[config.mk]
export PLATFORM = sky130hd
export DESIGN_NAME = ptodo_queue
export DESIGN_NICKNAME = d
export VERILOG_FILES = /design/src/ptodo_pkg.sv /design/src/ptodo_queue.sv
export VERILOG_INCLUDE_DIRS = /design/src /design/src/src
export SDC_FILE = /design/constraint.sdc
export NUM_CORES = 1
export LEC_CHECK = 0
export BUFFER_PORTS_ARGS = -buffer_cell sky130_fd_sc_hd__buf_2
export CAP_MARGIN = 20
export CORE_MARGIN = 1.5
export CORE_UTILIZATION = 55
export CTS_CLUSTER_SIZE = 30
export DETAILED_ROUTE_END_ITERATION = 12
export MAX_ROUTING_LAYER = met4
export PLACE_DENSITY = 0.86
export SLEW_MARGIN = 10
export SYNTH_ARGS = -nofsm -noshare
export SYNTH_HDL_FRONTEND = slang
export SYNTH_SLANG_ARGS = --single-unit
[constraint.sdc]
create_clock -name clk -period 4.95 [get_ports clk]
set_clock_uncertainty 0.05 [all_clocks]
set_input_delay 0.7425 -clock clk [delete_from_list [all_inputs] [get_ports clk]]
set_output_delay 0.7425 -clock clk [all_outputs]
set_load 0.1 [all_outputs]
[src/pointer_travel_odometer_assert.svh]
// Assertion macros shared by the odometer modules
`ifndef POINTER_TRAVEL_ODOMETER_ASSERT_SVH
`define POINTER_TRAVEL_ODOMETER_ASSERT_SVH
`ifndef SYNTHESIS
// check an implication on every clock edge outside reset
`define PTODO_ASSERT(lbl, ck, rn, prop, msg) \
	lbl: assert property (@(posedge ck) disable iff (!rn) (prop)) else $error(msg);
// check that a condition is followed by another in the next cycle
`define PTODO_ASSERT_NEXT(lbl, ck, rn, cond, nxt, msg) \
	lbl: assert property (@(posedge ck) disable iff (!rn) (cond) |=> (nxt)) else $error(msg);
`else
`define PTODO_ASSERT(lbl, ck, rn, prop, msg)
`define PTODO_ASSERT_NEXT(lbl, ck, rn, cond, nxt, msg)
`endif
`endif

[src/ptodo_pkg.sv]
`default_nettype none
package ptodo_pkg;

	localparam int COORD_BITS    = 12;
	localparam int ACC_BITS      = 56;
	localparam int IPP_BITS      = 32;
	localparam int INCH_PER_FOOT = 12;
	localparam int FEET_PER_MILE = 5280;
	localparam int DIV_W         = 64;
	localparam int DIV_D_BITS    = 13;
	localparam int DIG_M_BITS    = 14;

	localparam logic [ACC_BITS-1:0]   ACC_MAX    = {ACC_BITS{1'b1}};
	localparam logic [DIV_D_BITS-1:0] DIV_FOOT   = DIV_D_BITS'(INCH_PER_FOOT);
	localparam logic [DIV_D_BITS-1:0] DIV_MILE   = DIV_D_BITS'(FEET_PER_MILE);
	localparam logic [DIG_M_BITS-1:0] DIG_M_INCH = 14'd100;
	localparam logic [DIG_M_BITS-1:0] DIG_M_FOOT = 14'd1000;
	localparam logic [DIG_M_BITS-1:0] DIG_M_MILE = 14'd10000;

	// configuration register indexes
	localparam logic [1:0] CFG_ENABLED = 2'd0;
	localparam logic [1:0] CFG_IPP     = 2'd1;

	typedef enum logic [1:0] {
		REQ_SAMPLE   = 2'd0,
		REQ_RST_TRIP = 2'd1,
		REQ_RST_ALL  = 2'd2,
		REQ_UNUSED   = 2'd3
	} req_code_t;

	typedef enum logic [1:0] {
		UNIT_INCH = 2'd0,
		UNIT_FOOT = 2'd1,
		UNIT_MILE = 2'd2
	} unit_t;

	typedef enum logic [1:0] {
		CMD_NONE,
		CMD_MOVE,
		CMD_RST_TRIP,
		CMD_RST_ALL
	} cmd_kind_t;

	typedef enum logic [3:0] {
		BK_IDLE,
		BK_ROOT,
		BK_MUL,
		BK_DFT,
		BK_DMI,
		BK_ADD,
		BK_RTOT,
		BK_RTRIP,
		BK_FIN,
		BK_OUT
	} back_state_t;

	typedef struct packed {
		logic [1:0]            req_type;
		logic [COORD_BITS-1:0] pos_x;
		logic [COORD_BITS-1:0] pos_y;
	} req_word_t;

	typedef struct packed {
		logic                changed;
		logic [ACC_BITS-1:0] total_value;
		logic [1:0]          total_unit;
		logic [ACC_BITS-1:0] trip_value;
		logic [1:0]          trip_unit;
	} res_word_t;

	// classified work passed from front to back
	typedef struct packed {
		cmd_kind_t             kind;
		logic [COORD_BITS-1:0] dx;
		logic [COORD_BITS-1:0] dy;
	} cmd_t;

	typedef struct packed {
		logic push;
		logic full;
	} q_wr_ctl_t;

	typedef struct packed {
		logic pop;
		logic empty;
	} q_rd_ctl_t;

endpackage
`default_nettype wire

[src/ptodo_queue.sv]
`default_nettype none
`include "pointer_travel_odometer_assert.svh"
module ptodo_queue import ptodo_pkg::*; (
	input  wire logic      clk,
	input  wire logic      arst_n,
	input  wire q_wr_ctl_t wr_in,
	output logic           full,
	input  wire cmd_t      wr_data,
	input  wire q_rd_ctl_t rd_in,
	output logic           empty,
	output cmd_t           head
);

	localparam int DEPTH = 2;

	cmd_t       slot_q [DEPTH];
	logic       wr_ptr_q, rd_ptr_q;
	logic [1:0] count_q;
	logic       do_push, do_pop;

	assign full    = (count_q == 2'(DEPTH));
	assign empty   = (count_q == '0);
	assign head    = slot_q[rd_ptr_q];
	assign do_push = wr_in.push && !full;
	assign do_pop  = rd_in.pop && !empty;

	// store pushed words
	always_ff @(posedge clk) begin
		if (do_push) begin
			slot_q[wr_ptr_q] <= wr_data;
		end
	end

	// advance pointers and count
	always_ff @(posedge clk or negedge arst_n) begin
		if (!arst_n) begin
			wr_ptr_q <= 1'b0;
			rd_ptr_q <= 1'b0;
			count_q  <= '0;
		end else begin
			if (do_push) wr_ptr_q <= ~wr_ptr_q;
			if (do_pop)  rd_ptr_q <= ~rd_ptr_q;
			if (do_push && !do_pop)      count_q <= count_q + 2'd1;
			else if (do_pop && !do_push) count_q <= count_q - 2'd1;
		end
	end

	`PTODO_ASSERT(a_q_count_max, clk, arst_n, count_q <= 2'(DEPTH), "queue count overflow")
	`PTODO_ASSERT(a_q_pop_nonempty, clk, arst_n, rd_in.pop |-> !rd_in.empty && !empty, "pop from empty queue")

endmodule
`default_nettype wire

==> results of run 1 <==
-- metrics by stage --
| stage | hold WS (ns) | utilization | worst slack (ns) | cell area, um^2 |
|---|---|---|---|---|
| finish | 0.179 | 0.712 | 2.15 | 2650 |
| global route | 0.171 | 0.712 | 2.04 | 2650 |
| CTS | 0.175 | 0.704 | 2.11 | 2620 |
| detailed placement | 0.474 | 0.669 | 2.44 | 2480 |
| global placement | 0.446 | 0.669 | 2.46 | 2480 |
| floorplan | 0.397 | - | 2.47 | 2170 |
-- worst max-delay path, stage by stage, from the launching register on --
cell and delay, ns:
dfrtp_1 0.64, buf_4 0.40, mux2_2 0.37, buf_2 0.29
-- cell type report --
type | instances | area share
Tap cell | 48 | 0.0227
Clock buffer | 6 | 0.0274
Clock inverter | 2 | 0.0227
Sequential cell | 56 | 0.628
Inverter | 2 | 0.00284
Timing Repair Buffer | 60 | 0.124
Multi-Input combinational cell | 39 | 0.172
-- cell families (layout without fill, tap and decap cells) --
family / count (synthesis) / after routing / share of synthesized area
compound gates: 1 / 1 / 0.00230
mux: 26 / 26 / 0.168
xor+xnor: 5 / 5 / 0.0202
buf+inv: 5 / 70 / 0.0271
fa+ha+maj: 1 / 1 / 0.00576
simple gates: 6 / 6 / 0.0127
flops: 56 / 56 / 0.765
-- cells in the final DEF, fill, tap and decap left out --
cell type / instances
buf_2: 57
edfxtp_1: 52
mux2_4: 19
mux2_2: 7
clkbuf_8: 5
dfrtp_1: 4
xnor2_1: 3
inv_1: 2
nor2_1: 2
xor2_1: 2
bufinv_16: 2
buf_4: 2
nand2b_1: 1
nand2_1: 1
o21ai_1: 1
and3_1: 1
nor2_2: 1
ha_1: 1
clkbuf_1: 1
buf_16: 1
-- how the worst min path moves through the flow --
| stage | start | end | slack, ns |
|---|---|---|---|
| 4_1_cts | arst_n | count_q[1] | 0.17 |
| 5_1_grt | arst_n | count_q[1] | 0.17 |
| 6_report | arst_n | count_q[1] | 0.18 |
| 2_1_floorplan | arst_n | count_q[0] | 0.40 |
| 3_3_place_gp | wr_ptr_q | wr_ptr_q | 0.45 |
| 3_5_place_dp | wr_ptr_q | wr_ptr_q | 0.47 |
-- cells in the mapped netlist (all sizes together) --
library cell  count  area [um^2]
and3              1         6.26
buf               3         51.3
dfrtp             4          100
edfxtp           52         1560
ha                1         12.5
inv               2         7.51
mux2             26          364
nand2             1         3.75
nand2b            1         6.26
nor2              3         11.3
o21ai             1         5.00
xnor2             3         26.3
xor2              2         17.5
-- flip-flops by register name (all words and copies together) (netlist names) --
signal / flops
count_q: 2
rd_ptr_q: 1
slot_q: 52
wr_ptr_q: 1
-- layer usage --
layer	vias to the layer above	share of wire	GRT usage
met5	-	0	-
met4	0	0.0041	0.0313
met3	3	0.071	0.0545
met2	41	0.51	0.255
met1	496	0.41	0.177
li1	510	-	-
==> results.py, run 1 <==
metrics = {
    "clock_network": {
        "htree_levels": 2,
        "ctsResizeCount": 0,
        "clock_latency_ns": 0.30,
        "root_buffer": "clkbuf_8",
        "cts_setup_buffers": 0,
        "numClockSinks": 56,
        "ctsHoldBuffers": 0,
        "cts_tree": "done",
        "clock_path_buffers": 2,
        "cts-buffers-inserted": 5,
        "clk_pin_slew_ns": 0.09,
    },
    "setup_path": {
        "cp-end-kind": "output pin",
        "r2r-start": "count_q[0]",
        "r2r-end": "slot_q[0][9]",
        "critPathRequiredTime_ns": 4.16,
        "path_max_fanout": 19,
        "reg2reg_slack_ns": 3.10,
        "endpoint": "head[18]",
        "worstPathArrival_ns": 2.01,
        "criticalPathCategory": "register to output pin",
        "crit_start": "rd_ptr_q",
        "cp-start-kind": "register",
        "rr_worst_depth": 4,
    },
    "final_layout": {
        "final-seq-area_mm2": 0.00166,
        "drive_above_1_share": 0.570,
        "diodes": 0,
        "final_cell_count_no_fill": 213,
        "fillers": 245,
        "area_growth_pct": 21.7,
        "nNetsFinal": 197,
        "multi_input_area_um2": 455,
    },
    "placed_design": {
        "portBuffers": 57,
        "place_congestion": 0.686,
        "dpl.cell_count": 204,
        "hpwl_um": 2180,
    },
    "die": {
        "die_y_um": 65.9,
        "start_util": 0.585,
        "die_area_mm2": 0.00434,
        "die_w_um": 65.9,
        "io_pins": 60,
        "rows": 22,
        "core_area_mm2": 0.00372,
    },
    "logic_synthesis": {
        "ys_seq_elements": 56,
        "syn_area_mm2": 0.00217,
        "synthCells": 100,
        "synth_warnings": 0,
        "yosysSeqAreaShare": 0.765,
        "avgSynthCellArea_um2": 21.7,
        "synth_cell_types": 15,
        "syn_nets": 133,
    },
    "sta": {
        "fmax_mhz": 357,
        "finalSetupTns_ns": 0,
        "setup_viol_count_final": 0,
        "fin_crit_sh": 0.566,
        "slew-limit-headroom": 0.664,
        "worst_slew_pin_slew_ns": 0.508,
        "hold_viol": 0,
        "rsz0062_at_grt": "false",
        "slew_viol_final": 0,
        "fin_crit_ns": 2.80,
    },
    "global_routing": {
        "antenna_found_initial": 0,
        "grt_max_degree": 27,
        "grt_usage": 0.151,
        "grt_pass1_wl_um": 4620,
        "grt_overflow_total": 0,
        "grt_pass1_vias": 1019,
    },
    "detailed_routing": {
        "wl_um": 3170,
        "firstDrtPassIters": 4,
        "drc": 0,
        "initialDrtViolationCount": 49,
        "antenna_left": 0,
        "wl_per_cell_um": 14.9,
        "vias_per_cell": 4.93,
        "num_vias": 1050,
    },
    "min_path": {
        "hold_path.class": "primary input to asynchronous set/reset pin",
    },
    "run_status": {
        "outcome": "complete, no violations",
    },
    "job": {
        "drv_cap": 0,
    },
}
Power of run 1 is left out: the tool's default activity adds up to more than one toggle a clock period on the data nets, which glitch-free logic cannot reach.
==> run 2, diff against run 1 <==
Settings changed: CORE_UTILIZATION 55 to 51, PLACE_DENSITY 0.86 to 0.81.
Clock period 4.95 ns to 2.7 ns, I/O delays scaled along.
==> results.py, run 2 (synthesized netlist as in run 1, its figures left out) <==
metrics = {
    "setup_path": {
        "critPathSlowestCell": "mux2_2",
        "r2r-start": "count_q[0]",
        "path_cells": "buf_4 -> mux2_2 -> buf_12",
        "path_depth": 3,
        "critPathRequiredTime_ns": 2.25,
        "criticalPathCategory": "register to output pin",
        "critical_path.top_delay_family": "buffers and inverters",
        "slowest_delay_ns": 0.40,
        "cp-start-kind": "register",
        "cp-end-kind": "output pin",
        "worstPathArrival_ns": 1.50,
        "crit_start": "rd_ptr_q",
        "rr_worst_depth": 7,
        "timing.critical_path.buf_inv": 2,
        "reg2reg_slack_ns": 1.07,
        "path_max_fanout": 15,
        "r2r-end": "count_q[1]",
        "endpoint": "head[18]",
    },
    "global_routing": {
        "grt_max_degree": 17,
        "grt_usage": 0.175,
        "grt_overflow_total": 0,
        "grt_pass1_vias": 1134,
        "grt_pass1_wl_um": 5270,
        "antenna_found_initial": 0,
    },
    "clock_network": {
        "numClockSinks": 56,
        "root_buffer": "clkbuf_8",
        "ctsResizeCount": 0,
        "cts_tree": "done",
        "cts_setup_buffers": 0,
        "clock_latency_ns": 0.30,
        "cts-buffers-inserted": 5,
        "clock_path_buffers": 2,
        "clk_pin_slew_ns": 0.09,
        "htree_levels": 2,
    },
    "detailed_routing": {
        "wl_um": 3460,
        "wl_per_cell_um": 15.8,
        "wl_met2_um": 1950,
        "m1WireLength_um": 1290,
        "initialDrtViolationCount": 59,
        "antenna_left": 0,
        "routed.top_layer": "met4",
        "drc": 0,
        "wl_met3_um": 167,
        "vias_per_cell": 4.94,
        "firstDrtPassIters": 4,
        "num_vias": 1082,
    },
    "sta": {
        "fin_crit_ns": 1.96,
        "rsz0062_at_grt": "false",
        "worst_slew_pin_slew_ns": 0.482,
        "hold_viol": 0,
        "slew-limit-headroom": 0.681,
        "finalSetupTns_ns": 0,
        "slew_viol_final": 0,
        "fin_crit_sh": 0.725,
        "fmax_mhz": 511,
        "setup_viol_count_final": 0,
    },
    "placed_design": {
        "place_congestion": 0.632,
        "portBuffers": 57,
        "dpl_cell_area_mm2": 0.00291,
        "hpwl_um": 2650,
    },
    "min_path": {
        "holdCritStartpoint": "wr_data[13]",
        "hold_path.class": "primary input to register",
    },
    "final_layout": {
        "final_cell_area_mm2": 0.00300,
        "drive_above_1_share": 0.568,
        "nNetsFinal": 201,
        "regMostFlops": "slot_q",
        "area_growth_pct": 38.1,
        "top_regs": "slot_q (52), count_q (2)",
        "layout_common_cells": "edfxtp_1, buf_2, buf_12",
        "largest_register_ffs": 52,
        "diodes": 0,
        "final_common_cell": "edfxtp_1",
    },
    "job": {
        "drv_cap": 0,
    },
    "die": {
        "die_w_um": 68.3,
        "start_util": 0.536,
        "die_y_um": 68.3,
        "die_area_mm2": 0.00466,
        "rows": 23,
        "io_pins": 60,
        "core_area_mm2": 0.00406,
    },
    "run_status": {
        "outcome": "complete, no violations",
    },
}
run 2: per-layer routing:
layer	GRT usage	up-vias
li1	-	514
met1	0.190	527
met2	0.302	35
met3	0.0444	6
met4	0.0750	0
met5	-	-
run 2: area by class of cell:
type	instances	area, um^2
Sequential cell	56	1660
Clock buffer	6	72.6
Inverter	2	7.51
Multi-Input combinational cell	39	455
Clock inverter	2	11.3
Timing Repair Buffer	64	731
Tap cell	50	62.6
Fill cell	230	1060
run 2: per-stage QoR:
step                std cells  utilization  setup slack, ns  hold WS [ns]
floorplan                 100            -            0.485        0.0594
global placement          210        0.717             1.09         0.162
detailed placement        210        0.717             1.06         0.169
CTS                       219        0.740            0.705         0.218
global route              219        0.740            0.661         0.217
finish                    219        0.740            0.742         0.231
run 2: timing repair:
item | CTS | global route
endpoints found under the setup margin | 0 | 0
endpoints found under the hold margin | 4 | 0
hold buffers | 1 | 0
run 2: worst min path at each step:
stage                    endpoint  slack (ns)  cells past startpoint
finish              slot_q[1][13]        0.23                      1
floorplan              count_q[0]        0.06                      0
detailed placement       wr_ptr_q        0.17                      1
global route        slot_q[1][15]        0.22                      1
global placement       count_q[1]        0.16                      1
CTS                 slot_q[1][13]        0.22                      1
Power of run 2 is left out for the same reason.
