File: config.mk
export PLATFORM = sky130hd
export DESIGN_NAME = ptodo_front
export DESIGN_NICKNAME = d
export VERILOG_FILES = /design/src/pointer_travel_odometer_assert.svh /design/src/ptodo_pkg.sv /design/src/ptodo_front.sv
export SDC_FILE = /design/constraint.sdc
export NUM_CORES = 1
export LEC_CHECK = 0
export BUFFER_PORTS_ARGS = -buffer_cell sky130_fd_sc_hd__buf_2
export CAP_MARGIN = 20
export CORE_ASPECT_RATIO = 0.6
export CORE_MARGIN = 5
export CORE_UTILIZATION = 37
export CTS_CLUSTER_DIAMETER = 100
export DETAILED_ROUTE_END_ITERATION = 6
export GPL_ROUTABILITY_DRIVEN = 0
export MAX_ROUTING_LAYER = met4
export PLACE_DENSITY_LB_ADDON = 0.1
export SKIP_LAST_GASP = 1
export SYNTH_ARGS = -nofsm -noshare
export SYNTH_HDL_FRONTEND = slang
export SYNTH_SLANG_ARGS = --single-unit
File: constraint.sdc
create_clock -name clk -period 3.1 [get_ports clk]
set_input_delay 0.155 -clock clk [delete_from_list [all_inputs] [get_ports clk]]
set_output_delay 0.155 -clock clk [all_outputs]
set_load 0.01 [all_outputs]
File: src/pointer_travel_odometer_assert.svh
// Assertion macros shared by the odometer modules
`ifndef POINTER_TRAVEL_ODOMETER_ASSERT_SVH
`define POINTER_TRAVEL_ODOMETER_ASSERT_SVH
`ifndef SYNTHESIS
// check an implication on every clock edge outside reset
`define PTODO_ASSERT(lbl, ck, rn, prop, msg) \
	lbl: assert property (@(posedge ck) disable iff (!rn) (prop)) else $error(msg);
// check that a condition is followed by another in the next cycle
`define PTODO_ASSERT_NEXT(lbl, ck, rn, cond, nxt, msg) \
	lbl: assert property (@(posedge ck) disable iff (!rn) (cond) |=> (nxt)) else $error(msg);
`else
`define PTODO_ASSERT(lbl, ck, rn, prop, msg)
`define PTODO_ASSERT_NEXT(lbl, ck, rn, cond, nxt, msg)
`endif
`endif

File: src/ptodo_pkg.sv
`default_nettype none
package ptodo_pkg;

	localparam int COORD_BITS    = 12;
	localparam int ACC_BITS      = 56;
	localparam int IPP_BITS      = 32;
	localparam int INCH_PER_FOOT = 12;
	localparam int FEET_PER_MILE = 5280;
	localparam int DIV_W         = 64;
	localparam int DIV_D_BITS    = 13;
	localparam int DIG_M_BITS    = 14;

	localparam logic [ACC_BITS-1:0]   ACC_MAX    = {ACC_BITS{1'b1}};
	localparam logic [DIV_D_BITS-1:0] DIV_FOOT   = DIV_D_BITS'(INCH_PER_FOOT);
	localparam logic [DIV_D_BITS-1:0] DIV_MILE   = DIV_D_BITS'(FEET_PER_MILE);
	localparam logic [DIG_M_BITS-1:0] DIG_M_INCH = 14'd100;
	localparam logic [DIG_M_BITS-1:0] DIG_M_FOOT = 14'd1000;
	localparam logic [DIG_M_BITS-1:0] DIG_M_MILE = 14'd10000;

	// configuration register indexes
	localparam logic [1:0] CFG_ENABLED = 2'd0;
	localparam logic [1:0] CFG_IPP     = 2'd1;

	typedef enum logic [1:0] {
		REQ_SAMPLE   = 2'd0,
		REQ_RST_TRIP = 2'd1,
		REQ_RST_ALL  = 2'd2,
		REQ_UNUSED   = 2'd3
	} req_code_t;

	typedef enum logic [1:0] {
		UNIT_INCH = 2'd0,
		UNIT_FOOT = 2'd1,
		UNIT_MILE = 2'd2
	} unit_t;

	typedef enum logic [1:0] {
		CMD_NONE,
		CMD_MOVE,
		CMD_RST_TRIP,
		CMD_RST_ALL
	} cmd_kind_t;

	typedef enum logic [3:0] {
		BK_IDLE,
		BK_ROOT,
		BK_MUL,
		BK_DFT,
		BK_DMI,
		BK_ADD,
		BK_RTOT,
		BK_RTRIP,
		BK_FIN,
		BK_OUT
	} back_state_t;

	typedef struct packed {
		logic [1:0]            req_type;
		logic [COORD_BITS-1:0] pos_x;
		logic [COORD_BITS-1:0] pos_y;
	} req_word_t;

	typedef struct packed {
		logic                changed;
		logic [ACC_BITS-1:0] total_value;
		logic [1:0]          total_unit;
		logic [ACC_BITS-1:0] trip_value;
		logic [1:0]          trip_unit;
	} res_word_t;

	// classified work passed from front to back
	typedef struct packed {
		cmd_kind_t             kind;
		logic [COORD_BITS-1:0] dx;
		logic [COORD_BITS-1:0] dy;
	} cmd_t;

	typedef struct packed {
		logic push;
		logic full;
	} q_wr_ctl_t;

	typedef struct packed {
		logic pop;
		logic empty;
	} q_rd_ctl_t;

endpackage
`default_nettype wire

File: src/ptodo_front.sv
`default_nettype none
module ptodo_front import ptodo_pkg::*; (
	input  wire logic      clk,
	input  wire logic      arst_n,
	input  wire logic      req_valid,
	output logic           req_stall,
	input  wire req_word_t req,
	input  wire logic      enabled,
	input  wire logic      q_full,
	output logic           push,
	output cmd_t           cmd
);

	logic [COORD_BITS-1:0] prev_x_q, prev_y_q;
	logic                  accept;
	logic                  moved;

	assign req_stall = q_full;
	assign accept    = req_valid && !req_stall;
	assign push      = accept;

	// classify the word and take distances
	always_comb begin
		moved    = (prev_x_q != '0 || prev_y_q != '0) &&
			(prev_x_q != req.pos_x || prev_y_q != req.pos_y);
		cmd.dx   = (req.pos_x > prev_x_q) ? req.pos_x - prev_x_q : prev_x_q - req.pos_x;
		cmd.dy   = (req.pos_y > prev_y_q) ? req.pos_y - prev_y_q : prev_y_q - req.pos_y;
		cmd.kind = CMD_NONE;
		unique case (req.req_type)
			REQ_SAMPLE:   cmd.kind = (enabled && moved) ? CMD_MOVE : CMD_NONE;
			REQ_RST_TRIP: cmd.kind = CMD_RST_TRIP;
			REQ_RST_ALL:  cmd.kind = CMD_RST_ALL;
			default:      cmd.kind = CMD_NONE;
		endcase
	end

	// hold the last position seen while enabled
	always_ff @(posedge clk or negedge arst_n) begin
		if (!arst_n) begin
			prev_x_q <= '0;
			prev_y_q <= '0;
		end else if (accept && req.req_type == REQ_SAMPLE && enabled) begin
			prev_x_q <= req.pos_x;
			prev_y_q <= req.pos_y;
		end
	end

endmodule
`default_nettype wire

==> results of run 1 <==
-- final timing paths --
path	start	endpoint	cells past startpoint
max in group asynchronous	arst_n	prev_x_q[2]	2
max	prev_y_q[10]	cmd[7]	9
min in group asynchronous	arst_n	prev_y_q[10]	2
min reg2reg	prev_x_q[9]	prev_x_q[9]	2
max reg2reg	prev_y_q[11]	prev_y_q[11]	1
min	req[23]	prev_x_q[11]	2
-- Yosys cell counts, types with 3 or more instances --
cell / number / area share
inv_1: 59 / 0.070
o21ai_0: 55 / 0.087
ha_1: 47 / 0.18
nand2_1: 44 / 0.052
dfrtp_1: 24 / 0.19
a21oi_1: 23 / 0.036
nor2_1: 22 / 0.026
mux2i_1: 17 / 0.054
xor2_1: 11 / 0.030
xnor2_1: 9 / 0.025
a21o_1: 7 / 0.017
nand2b_1: 7 / 0.014
nor4_1: 7 / 0.014
clkbuf_1: 6 / 0.0071
nor2b_1: 6 / 0.012
o21a_1: 6 / 0.014
o21bai_1: 6 / 0.014
a31oi_1: 5 / 0.0098
buf_2: 5 / 0.0079
nand4_1: 5 / 0.0098
buf_4: 4 / 0.0094
fa_1: 4 / 0.025
nand3_1: 4 / 0.0063
nor3_1: 4 / 0.0063
o211ai_1: 4 / 0.0094
a211oi_1: 3 / 0.0071
o31a_1: 3 / 0.0083
-- per-stage QoR --
stage	setup TNS (ns)	instance area [µm²]	power, W	worst slack [ns]
2_1_floorplan	0	3181	0.001487	0.5808
4_1_cts	0	3679	0.002265	0.01667
6_report	0	3812	0.002365	0.05757
5_1_grt	-0.1392	3812	0.002567	-0.04005
3_5_place_dp	0	3592	0.001986	0.1763
3_3_place_gp	0	3592	0.001984	0.1291
-- area by class of cell --
type	count	area [µm²]
well taps	112	140.1
inverters	59	221.5
flip-flops and latches	24	600.6
multi-input cells	319	2381
fillers	890	4646
repair buffers	71	394.1
clock buffers	3	75.07
-- repair_timing --
item,4_1_cts,5_1_grt
pin swaps,0,1
hold buffers,1,0
endpoints found under the hold margin,24,0
cloned,0,2
setup endpoints to repair,9,19
setup buffers,0,1
resized for setup,1,27
-- routing by layer --
layer | part of all wire | vias to the layer above | global-route usage
met2 | 0.37 | 98 | 0.2425
li1 | - | 1551 | -
met5 | 0 | - | -
met4 | 0 | 0 | 0.007261
met3 | 0.074 | 0 | 0.03119
met1 | 0.55 | 1430 | 0.2914
-- power breakdown --
group	switching [W]	internal, W
clock network	0.000103	0.000170
logic	0.000911	0.000715
registers	0.0000876	0.000378
total	0.00110	0.00126
-- flip-flops by register name, indices dropped and copies added (netlist names) --
register and cells:
prev_x_q 12, prev_y_q 12
-- critical path, stage by stage, from the launching register on --
cell	delay, ns
dfrtp_1	0.43
ha_2	0.42
nand4_1	0.18
or4_4	0.50
and2_4	0.19
o21bai_2	0.22
buf_4	0.20
mux2i_1	0.17
xor2_1	0.16
buf_2	0.15
-- kinds of logic after synthesis --
family / count (synthesis) / share of synthesized area
buffers and inverters: 76 / 0.09913
xor gates and xnor gates: 20 / 0.05508
muxes: 19 / 0.06058
DFF: 24 / 0.1888
adders and majority gates: 51 / 0.2101
AOI/OAI and AO/OA: 122 / 0.2278
and+or+nand+nor: 106 / 0.1585
==> flow_metrics.env, run 1 <==
export IMPL_r2r_slack_ns=2.29
export IMPL_nets=560
export IMPL_numCtsBuffers=3
export IMPL_num_vias=3079
export IMPL_yosysSeqAreaShare=0.1888
export IMPL_rows=26
export IMPL_drive_gt1_frac=0.2080
export IMPL_dp_cells=581
export IMPL_synth_nets=500
export IMPL_cp_data_arrival_time_ns=2.89
export IMPL_die_w_um=129.7
export IMPL_drc=0
export IMPL_ios=59
export IMPL_finalHoldViolCount=0
export IMPL_firstDrtPassIters=5
export IMPL_clockBufferDepth=2
export IMPL_criticalPathCategory="flop to output port"
export IMPL_ant_nets=0
export IMPL_grt_overflow_total=0
export IMPL_route_final_wire_length_um=9633
export IMPL_skew_ns=0
export IMPL_io_buffers=58
export IMPL_worst_setup_path_end_kind="output port"
export IMPL_mostFrequentLayoutCell="inv_1"
export IMPL_synthCells=418
export IMPL_synth_ff_type="dfrtp_1"
export IMPL_maxSlewViolCount=0
export IMPL_cts_tree="done"
export IMPL_root_buffer="clkbuf_16"
export IMPL_clk_pin_slew_ns=0.06
export IMPL_synth_avg_cell_area_um2=7.609
export IMPL_die_h_um=81.82
export IMPL_initial_core_util=0.3760
export IMPL_irDropWorstVdd_uv=232.1
export IMPL_ys_ff_latch=24
export IMPL_cap_violations=0
export IMPL_finalCritPeriodShare=0.9814
export IMPL_worst_slew_pin_slew_ns=0.5601
export IMPL_powerDensity_nw_per_um2=620.3
export IMPL_grt_antenna_before_repair=0
export IMPL_utilization=0.4507
export IMPL_diodes=0
export IMPL_grt_pass1_vias=2836
export IMPL_viasPerCell=5.236
export IMPL_path_max_fanout=6
export IMPL_async_reset_ff_frac=1.000
export IMPL_worst_setup_path_start_kind="flop"
export IMPL_min_period_ns=3.042
export IMPL_p_leak_nw=1.922
export IMPL_dp_hpwl_um=7860
export IMPL_final_cells=588
export IMPL_hold_slack_ns=0.1823
export IMPL_finalSetupViolCount=0
export IMPL_mappedNetlistArea_um2=3181
export IMPL_yosysUniqueCellTypes=43
export IMPL_worstPathRequired_ns=2.94
export IMPL_final_cell_mix="inv_1, buf_2, o21ai_0"
export IMPL_wl_per_cell_um=16.38
export IMPL_core_area_um2=8458
export IMPL_ctsHtreeMaxLevel=1
export IMPL_relSlewSlack=0.6227
export IMPL_cts_sinks=24
export IMPL_drt_initial_drc_count=261
export IMPL_synth_enable_flop_cells=0
export IMPL_dieArea_um2=10610
export IMPL_grt_pass1_wl_um=14810
export IMPL_clock_latency_ns=0.25
export IMPL_grt_total_usage=0.1816
export IMPL_yosysWarningCount=0
export IMPL_hold_class="primary input to flop"
export IMPL_grt_max_degree=47
export IMPL_max_clock_freq_mhz=328.7
export IMPL_area_growth_pct=19.87
export IMPL_outcome="completed"
(Power assumes the default switching activity.)
==> run 2, diff against run 1 <==
--- a/config.mk
+++ b/config.mk
@@ -5,13 +5,14 @@
 export SDC_FILE = /design/constraint.sdc
 export NUM_CORES = 1
 export LEC_CHECK = 0
-export BUFFER_PORTS_ARGS = -buffer_cell sky130_fd_sc_hd__buf_2
 export CAP_MARGIN = 20
 export CORE_ASPECT_RATIO = 0.6
 export CORE_MARGIN = 5
 export CORE_UTILIZATION = 37
 export CTS_CLUSTER_DIAMETER = 100
+export CTS_CLUSTER_SIZE = 20
 export DETAILED_ROUTE_END_ITERATION = 6
+export DONT_BUFFER_PORTS = 1
 export GPL_ROUTABILITY_DRIVEN = 0
 export MAX_ROUTING_LAYER = met4
 export PLACE_DENSITY_LB_ADDON = 0.1
==> run 2 against run 1 <==
Net effect:
- first-iteration DRC count shrank 17%
- worst setup slack better by 0.052 ns
- non-clock buffer count down 42
- final cell count down 7.0%
- clock skew stayed put
- sequential power rose by 0.9%
==> flow_metrics.env, run 2 (synthesized netlist as in run 1, its figures left out) <==
export IMPL_r2r_start="prev_y_q[11]"
export IMPL_hold_slack_ns=0.04345
export IMPL_firstDrtPassIters=4
export IMPL_cpMaxStageDelayCell="or4_1"
export IMPL_final_cells=547
export IMPL_top_regs="prev_x_q (12), prev_y_q (12)"
export IMPL_relSlewSlack=0.6234
export IMPL_path_max_fanout=7
export IMPL_wl_per_cell_um=17.22
export IMPL_grt_total_usage=0.1808
export IMPL_clk_pin_slew_ns=0.06
export IMPL_viasPerCell=5.380
export IMPL_clock_latency_ns=0.26
export IMPL_worst_setup_path_end_kind="output port"
export IMPL_grt_max_degree=47
export IMPL_crit_family="simple AND/OR/NAND/NOR gates"
export IMPL_max_stage_delay_ns=0.59
export IMPL_finalCritPeriodShare=0.9648
export IMPL_worstPathRequired_ns=2.94
export IMPL_finalSetupViolCount=0
export IMPL_finalHoldViolCount=0
export IMPL_dieArea_um2=10610
export IMPL_mostFrequentLayoutCell="inv_1"
export IMPL_route_final_wire_length_um=9419
export IMPL_r2r_slack_ns=2.21
export IMPL_num_vias=2943
export IMPL_cts_tree="done"
export IMPL_dp_hpwl_um=7792
export IMPL_drive_gt1_frac=0.1333
export IMPL_maxSlewViolCount=0
export IMPL_grt_overflow_total=0
export IMPL_skew_ns=0
export IMPL_hold_class="primary input to flop"
export IMPL_finalInstanceArea_um2=3695
export IMPL_die_h_um=81.82
export IMPL_grt_antenna_before_repair=0
export IMPL_ctsHtreeMaxLevel=1
export IMPL_rr_worst_depth=2
export IMPL_cp_cell_sequence="ha_2 -> nand4_1 -> or4_1 -> o21ai_2 -> buf_4 -> a2111oi_4 -> buf_4 -> a31oi_1 -> xor2_1"
export IMPL_diodes=0
export IMPL_dpl_cell_area_um2=3400
export IMPL_nets=518
export IMPL_max_clock_freq_mhz=334.4
export IMPL_min_delay_start="req[11]"
export IMPL_ios=59
export IMPL_initial_core_util=0.3760
export IMPL_cp_num_buf_inv=2
export IMPL_irDropWorstVdd_uv=237.5
export IMPL_root_buffer="clkbuf_16"
export IMPL_io_buffers=0
export IMPL_area_growth_pct=16.17
export IMPL_min_period_ns=2.991
export IMPL_setup_tns_ns=0
export IMPL_grt_pass1_wl_um=14580
export IMPL_total_power_w=0.002340
export IMPL_clockBufferDepth=2
export IMPL_hold_end="prev_y_q[11]"
export IMPL_core_area_um2=8458
export IMPL_outcome="completed"
export IMPL_final_cell_mix="inv_1, o21ai_0, nand2_1"
export IMPL_ant_nets=0
export IMPL_cts_sinks=24
export IMPL_worst_slew_pin_slew_ns=0.5590
export IMPL_critPathMostFrequentCell="buf_4"
export IMPL_die_w_um=129.7
export IMPL_cap_violations=0
export IMPL_dp_cells=536
export IMPL_worst_setup_path_start_kind="flop"
export IMPL_numCtsBuffers=3
export IMPL_powerDensity_nw_per_um2=633.4
export IMPL_drc=0
export IMPL_grt_pass1_vias=2655
export IMPL_min_path_cells=1
export IMPL_rows=26
export IMPL_drt_initial_drc_count=216
export IMPL_cp_data_arrival_time_ns=2.84
export IMPL_criticalPathCategory="flop to output port"
export IMPL_r2r_end="prev_y_q[11]"
export IMPL_p_leak_nw=1.787
run 2: cell types whose count changed in the layout (fill, tap and decap cells not counted), moves of 3 or more:
cell	change
buf_2	-58
ha_2	-3
ha_1	+3
buf_4	+15
run 2: what timing repair did:
item                       in CTS  in global routing
resized for setup               2                 27
hold endpoints to repair       24                  0
cloned                          0                  1
setup endpoints to repair      15                 16
hold buffers                    2                  0
pin swaps                       0                  6
setup buffers                   0                  4
run 2: area by class of cell:
type	count	area [µm²]
inverters	59	221.5
multi-input cells	319	2406
repair buffers	29	236.5
clock buffers	4	88.84
flip-flops and latches	24	601.8
well taps	112	140.1
fillers	856	4763
run 2: report_power, final:
| group | switching, W | internal [W] | leakage [nW] | total [W] |
|---|---|---|---|---|
| registers | 0.0000917 | 0.000378 | 0.303 | 0.000470 |
| clock network | 0.000115 | 0.000198 | 0.0442 | 0.000312 |
| logic | 0.000878 | 0.000680 | 1.44 | 0.00156 |
run 2: routing by layer:
metal	global-route usage	vias to the layer above	part of all wire
met5	-	-	0
met4	0.003112	0	0
met3	0.04873	0	0.082
met2	0.2312	77	0.37
met1	0.2887	1394	0.55
li1	-	1472	-
run 2: worst register-to-register path: cells and delay by family (launching register included):
kind / cells / cell delay [ns]
mux: 1 / 0.25
flops: 1 / 0.38
buf+inv: 1 / 0.14
run 2: per-stage QoR:
stage	setup slack, ns	util
CTS	0.008680	0.4166
detailed placement	0.1410	0.4019
global route	-0.04126	0.4368
finish	0.1092	0.4368
global placement	0.1601	0.4019
floorplan	0.5808	-
run 2: worst max-delay path by stage:
| stage | to | from | cells after the start |
|---|---|---|---|
| after floorplan | cmd[14] | prev_x_q[3] | 9 |
| after CTS | cmd[19] | prev_x_q[3] | 8 |
| after global routing | cmd[21] | prev_x_q[0] | 9 |
| after detailed placement | cmd[19] | prev_x_q[3] | 8 |
| after global placement | cmd[19] | prev_x_q[3] | 8 |
| final | cmd[15] | prev_x_q[8] | 9 |
